<file path="config.mk">
export PLATFORM = sky130hd
export DESIGN_NAME = mnp_cmp
export DESIGN_NICKNAME = d
export VERILOG_FILES = /design/src/hw/rtl/mnp_pkg.sv /design/src/hw/rtl/mnp_cmp.sv
export SDC_FILE = /design/constraint.sdc
export NUM_CORES = 1
export LEC_CHECK = 0
export ABC_AREA = 1
export BUFFER_PORTS_ARGS = -buffer_cell sky130_fd_sc_hd__buf_2
export CORE_AREA = 2 2 39 41
export DETAILED_ROUTE_END_ITERATION = 10
export DIE_AREA = 0 0 41 43
export SYNTH_ARGS = -nofsm -noshare
export SYNTH_HDL_FRONTEND = slang
export SYNTH_SLANG_ARGS = --single-unit
</file>
<file path="constraint.sdc">
create_clock -name vclk -period 1.1
set_input_delay 0.11 -clock vclk [all_inputs]
set_output_delay 0.11 -clock vclk [all_outputs]
set_load 0.005 [all_outputs]
</file>
<file path="src/hw/rtl/mnp_pkg.sv">
`timescale 1ns / 1ps
// ----------------------------------------------------------------------------
// mnp_pkg: shared definitions for the mutual neighbor pair finder
// field widths, request kinds, stream packing and the compare result type
// ----------------------------------------------------------------------------
package mnp_pkg;

    localparam int FIELD_W = 10;
    localparam int K_REG_W = 6;
    localparam int TDATA_W = 24;
    localparam int TUSER_W = 2;

    localparam logic [K_REG_W-1:0] K_RESET = 6'd32;

    // request kinds carried on the input tuser
    localparam logic [TUSER_W-1:0] OP_LOAD  = 2'd0;
    localparam logic [TUSER_W-1:0] OP_QUERY = 2'd1;
    localparam logic [TUSER_W-1:0] OP_CLEAR = 2'd2;

    typedef struct packed {
        logic lt;   // a below b
        logic eq;   // a equal to b
    } cmp_t;

endpackage

</file>
<file path="src/hw/rtl/mnp_cmp.sv">
`timescale 1ns / 1ps
// ----------------------------------------------------------------------------
// mnp_cmp: shared index comparator
// gives less-than and equal for the insertion shift and the lower bound search
// ----------------------------------------------------------------------------
module mnp_cmp (
    input  logic [mnp_pkg::FIELD_W-1:0] a,
    input  logic [mnp_pkg::FIELD_W-1:0] b,
    output mnp_pkg::cmp_t               res
);

    always_comb
    begin
        res.lt = (a < b);
        res.eq = (a == b);
    end

endmodule

</file>
== Yosys cells after proc, flatten, opt, wreduce, memory -nomap -nowiden ==
Index checks and enable logic that the tools add are counted.
Cells by class
  add/sub/neg operators: 0
  multipliers: 0
  divide/modulo/power cells: 0
  order comparisons: 1
  eq/ne operators: 1
  shift operators: 0
  muxes and demuxes: 0
  bitwise logic cells: 0
  reductions and logical operators: 0
Operators by type and width (number)
  $eq 10x10->1: 1
  $lt 10x10->1: 1
Storage, ports and cells
  bits in registers: 0
  bits in latches: 0
  bits in writable memories: 0
  bits in read-only memories: 0
  bits of input ports: 20
  output and inout port bits: 2
  memories: 0

== Depth between registers and ports, before layout ==
Gate-level depths: netlist of the first run.
  depth in word-level cells: 1
  mapped depth: 8
  mapped depth without buffers: 8

== Worst setup path after synthesis of the first run ==
No wires, ideal clock.
  path type: input-to-output
  from: in b[9] in the netlist's numbering
  to: out res[1] in the netlist's numbering
  arrival time: 832 ps
  setup slack: 158 ps
  stages: 7
  buffers on the path: 0
  cell sequence: inv_1 ha_1 nand2_2 inv_1 a21oi_2 nand2_1 nor2_1
RTL lines
  from (decl): RTL line mnp_cmp.sv:8  | input logic [mnp_pkg::FIELD_W-1:0] b,
  to (decl): RTL line mnp_cmp.sv:9  | output mnp_pkg::cmp_t res

==> reports/qor.csv, run 1 <==
metric;value;unit
run status;completed;
layout cells sized above 1;58.1;%
largest net degree at the start of global routing;4;
Multi-input gate area;345;um^2
Detailed Place HPWL;541;um
Startpoint Class;input port;
CP Class;input port to output port;
global-route wire length before repair;1150;um
sequential cells;0;
hold depth;5;
Netlist cell types;10;
Final Critical Period;1.07;ns
CORE AREA;0.00138;mm^2
1st-pass router iterations;2;
final worst setup slack;0.0310;ns
Seq/Total Area, Yosys;0;%
Via density;3.99;
critical path cell sequence;buf_2 -> inv_1 -> ha_4 -> nand2_1 -> nor2_4 -> nand3_2 -> nand2_1 -> nor2_1 -> buf_2;
synth warn;0;
Worst Path Arrival;0.96;ns
crit path max-delay cell type;ha_4;
Area Overhead vs Synth;87.7;%
synth top area cells;ha_1 (41%), inv_1 (21%), nand2_1 (18%), a21oi_2 (5.7%), nor2_1 (3.7%);
CP max stage delay;0.26;ns
Final GP Congestion;0.617;
crit-path max FO;2;
Leakage;0.318;nW
Pins Over Slew Limit;0;
Hold Path Class;input port to output port;
Routed Antenna Nets;0;
data required time at the worst endpoint;0.99;ns
Syn Nets;82;
critical path depth;9;
Max-Slew Margin vs Limit;90.0;%
final setup TNS;0;ns
die area;0.00176;mm^2
CLK BUF;0;
CP bufs+invs;3;
WL/cell;7.34;um
cts hold-fix bufs;0;
Top Ports;22;
detailed-route DRC error count;0;
worst-margin pin slew;0.150;ns
initial core utilization;22.1;%
antenna cell count;0;
row count;14;
GRT Residual Overflow;0;
chip width;41;um
Die Height;43;um
Port Buffers;22;
Yosys top cell area share;41.0;%
Post-Layout Cell Count;90;
fin util;41.4;%
total wire length;661;um
final instance area;573;um^2
CP endpoint kind;output port;
Syn Area/Cell;5.87;um^2
Fin. Hold Viols;0;
1st-iter DRT viols;1;
Netlist Area Pre-Place;305;um^2
vias;359;
initial antenna violation count;0;
# setup viols final;0;
GRT Util Overall;8.59;%
Fillers;149;
post-route clock period utilization;97.2;%
placed insts;90;
Max Cap Viol;0;
fmax;935;MHz
pre-CTS WS;-0.0529;ns
nets;106;
Peak VDD IR;0.124;mV
Gate Count Post-Synth;52;
RSZ-0062 raised after global routing;yes;
largest area contributor in the netlist;ha_1;
power per cell area;360;mW/mm^2
Top delay family on crit path;simple AND/OR/NAND/NOR gates;
area post-placement;435;um^2
Setup Buffers After CTS;0;
vias in the first global route;340;
Storage cell area;0;um^2
-- repair_timing --
action                                  in CTS  in global routing
endpoints found under the setup margin       1                  2
resized for setup                           14                 11
pin swaps                                    6                 11
-- per-layer routing --
metal | share of wire, % | track usage [%] | vias to the layer above
met5 | 0 | 0 | -
met4 | 0 | 0 | 0
met3 | 6.5 | 0 | 0
met2 | 54 | 16.3 | 10
met1 | 39 | 10.8 | 153
li1 | - | - | 196
-- stage by stage --
stage	hold slack, ns	total power, mW
after CTS	0.658	0.183
after global routing	0.705	0.235
after global placement	0.660	0.134
after floorplan	0.467	0.0844
after detailed placement	0.653	0.138
final	0.652	0.207
-- path summary, 6_finish.rpt --
kind | start | to | slack, ns
max | b[3] | res[1] | 0.03
min | b[0] | res[0] | 0.65
-- layout by cell type (no fill, tap or decap) --
| cell | Yosys | layout |
|---|---|---|
| buf_2 | 0 | 18 |
| inv_1 | 17 | 13 |
| nand2_1 | 15 | 11 |
| ha_4 | 0 | 6 |
| ha_1 | 10 | 4 |
| buf_6 | 0 | 4 |
| inv_2 | 1 | 3 |
| nand2_2 | 1 | 3 |
| inv_4 | 0 | 2 |
| nand2_4 | 0 | 2 |
| nor2_4 | 1 | 2 |
| a21oi_2 | 2 | 2 |
| nor2_1 | 3 | 2 |
| a21oi_1 | 1 | 1 |
| nand3_2 | 0 | 1 |
-- where the power goes --
part           internal (mW)  switching, mW  leakage, nW
Combinational          0.109         0.0973        0.318
Clock                      0              0            0
Sequential                 0              0            0
-- worst min-delay path, delay by kind of cell --
kind	cells	cell delay [ns]
buffers and inverters	2	0.19
adder cells (fa/ha/maj)	1	0.11
AND/OR/NAND/NOR	2	0.12
-- logic make-up (layout without fill, tap and decap cells) --
group / after synthesis / in the layout / share of synthesized area (%)
buf+inv: 18 / 40 / 22.1
fa+ha+maj: 10 / 10 / 41.0
compound gates: 3 / 3 / 7.38
simple gates: 21 / 21 / 29.5
-- final cells by class --
| type | instances | area share, % |
|---|---|---|
| inverters | 18 | 12.7 |
| multi-input cells | 34 | 60.3 |
| well taps | 16 | 3.49 |
| repair buffers | 22 | 23.6 |
-- cells in the mapped netlist (all sizes together) --
master / count
nor2: 4
a21oi: 3
nand2: 16
nand3: 1
ha: 10
inv: 18
(Power assumes the default switching activity.)
==> run 2, diff against run 1 <==
- CORE_AREA: 2 2 39 41 -> 5 5 42 44
- DIE_AREA: 0 0 41 43 -> 0 0 47 49
==> reports/qor.csv, run 2 (synthesis gave the netlist of run 1 again) <==
metric;value;unit;change
Fin. Hold Viols;0;;unchanged
worst-margin pin slew;0.158;ns;was 0.150 ns
CP max stage delay;0.27;ns;was 0.26 ns
detailed-route DRC error count;0;;unchanged
Leakage;0.328;nW;was 0.318 nW
pre-CTS WS;-0.0485;ns;was -0.0529 ns
vias in the first global route;329;;was 340
chip width;47;um;was 41 um
Startpoint Class;input port;;unchanged
Die Height;49;um;was 43 um
Routed Antenna Nets;0;;unchanged
initial antenna violation count;0;;unchanged
CP endpoint kind;output port;;unchanged
initial core utilization;21.8;%;was 22.1%
placed insts;90;;unchanged
Top delay family on crit path;simple AND/OR/NAND/NOR gates;;unchanged
Setup Buffers After CTS;0;;unchanged
# setup viols final;0;;unchanged
row count;14;;unchanged
Multi-input gate area;365;um^2;was 345 um^2
run status;completed;;unchanged
RSZ-0062 raised after global routing;yes;;unchanged
fin util;43.0;%;was 41.4%
Top Ports;22;;unchanged
Max Cap Viol;0;;unchanged
critical path's most frequent cell;buf_2;;
die area;0.00230;mm^2;was 0.00176 mm^2
Post-Layout Cell Count;90;;unchanged
critical path cell sequence;buf_2 -> inv_1 -> ha_4 -> nand2_4 -> nor2_4 -> nand3_2 -> nand2_1 -> nor2_1 -> buf_2;;was buf_2 -> inv_1 -> ha_4 -> nand2_1 -> nor2_4 -> nand3_2 -> nand2_1 -> nor2_1 -> buf_2
antenna cell count;0;;unchanged
Detailed Place HPWL;611;um;was 541 um
Hold Path Class;input port to output port;;unchanged
1st-pass router iterations;1;;was 2
post-route clock period utilization;97.4;%;was 97.2%
Via density;4.10;;was 3.99
data required time at the worst endpoint;0.99;ns;about the same
nets;106;;unchanged
most common cell after layout, fill and taps aside;buf_2;;unchanged
crit path max-delay cell type;ha_4;;unchanged
final worst setup slack;0.0281;ns;was 0.0310 ns
CP bufs+invs;3;;unchanged
global-route wire length before repair;1080;um;was 1150 um
CP Class;input port to output port;;unchanged
CLK BUF;0;;unchanged
Final Critical Period;1.07;ns;about the same
fmax;933;MHz;was 935 MHz
commonest non-fill, non-tap cells in the layout;buf_2 (16), inv_1 (14), nand2_1 (10), ha_4 (7), buf_6 (6);;was buf_2 (18), inv_1 (13), nand2_1 (11), ha_4 (6)
power per cell area;370;mW/mm^2;was 360 mW/mm^2
GRT Util Overall;5.75;%;was 8.59%
Fillers;155;;was 149
Final GP Congestion;0.662;;was 0.617
total wire length;775;um;was 661 um
Port Buffers;22;;unchanged
layout cells sized above 1;59.5;%;was 58.1%
1st-iter DRT viols;0;;was 1
Storage cell area;0;um^2;unchanged
Worst Path Arrival;0.96;ns;about the same
Max-Slew Margin vs Limit;89.5;%;was 90.0%
vias;369;;was 359
Area Overhead vs Synth;97.5;%;was 87.7%
crit-path max FO;2;;unchanged
WL/cell;8.61;um;was 7.34 um
sequential cells;0;;unchanged
hold slack;0.659;ns;was 0.652 ns
GRT Residual Overflow;0;;unchanged
CORE AREA;0.00140;mm^2;was 0.00138 mm^2
Peak VDD IR;0.108;mV;was 0.124 mV
largest net degree at the start of global routing;4;;unchanged
Pins Over Slew Limit;0;;unchanged
run 2: cell counts in the layout (fill, tap and decap cells not counted):
Identical to the previous run, type by type.
run 2: power by group:
part / switching, mW / leakage, nW / internal, mW
Clock: 0 / 0 / 0
Sequential: 0 / 0 / 0
Combinational: 0.103 / 0.328 / 0.121
run 2: timing repair:
action	CTS	global route
pin swaps	4	12
setup endpoints to repair	1	2
cloned	0	0
gates resized for setup	8	20
hold buffers	0	0
run 2: per-stage QoR:
step           area (um^2)  total power [mW]  TNS [ns]
2_1_floorplan          305            0.0844         0
3_3_place_gp           435             0.134   -0.0447
3_5_place_dp           435             0.137   -0.0485
4_1_cts                478             0.158         0
5_1_grt                603             0.252   -0.0878
6_report               603             0.223         0
run 2: metal layers:
layer / vias up / GRT usage, % / wire length [um]
met5: - / 0 / 0
met4: 0 / 0 / 0
met3: 0 / 0.738 / 58
met2: 10 / 11.3 / 445
met1: 162 / 6.52 / 270
li1: 197 / - / -
run 2: worst min-delay path: cells and delay by family:
| kind | cells | cell delay (ns) |
|---|---|---|
| fa+ha+maj | 1 | 0.11 |
| buf+inv | 2 | 0.19 |
| simple gates | 2 | 0.13 |
run 2: final timing paths:
check / start / end / slack [ns] / cells past startpoint
worst max-delay path: b[5] / res[1] / 0.03 / 9
worst min-delay path: b[0] / res[0] / 0.66 / 5
run 2: area by class of cell:
type | count | area share, %
multi-input cells | 34 | 60.6
repair buffers | 22 | 24.5
inverters | 18 | 11.6
well taps | 16 | 3.32
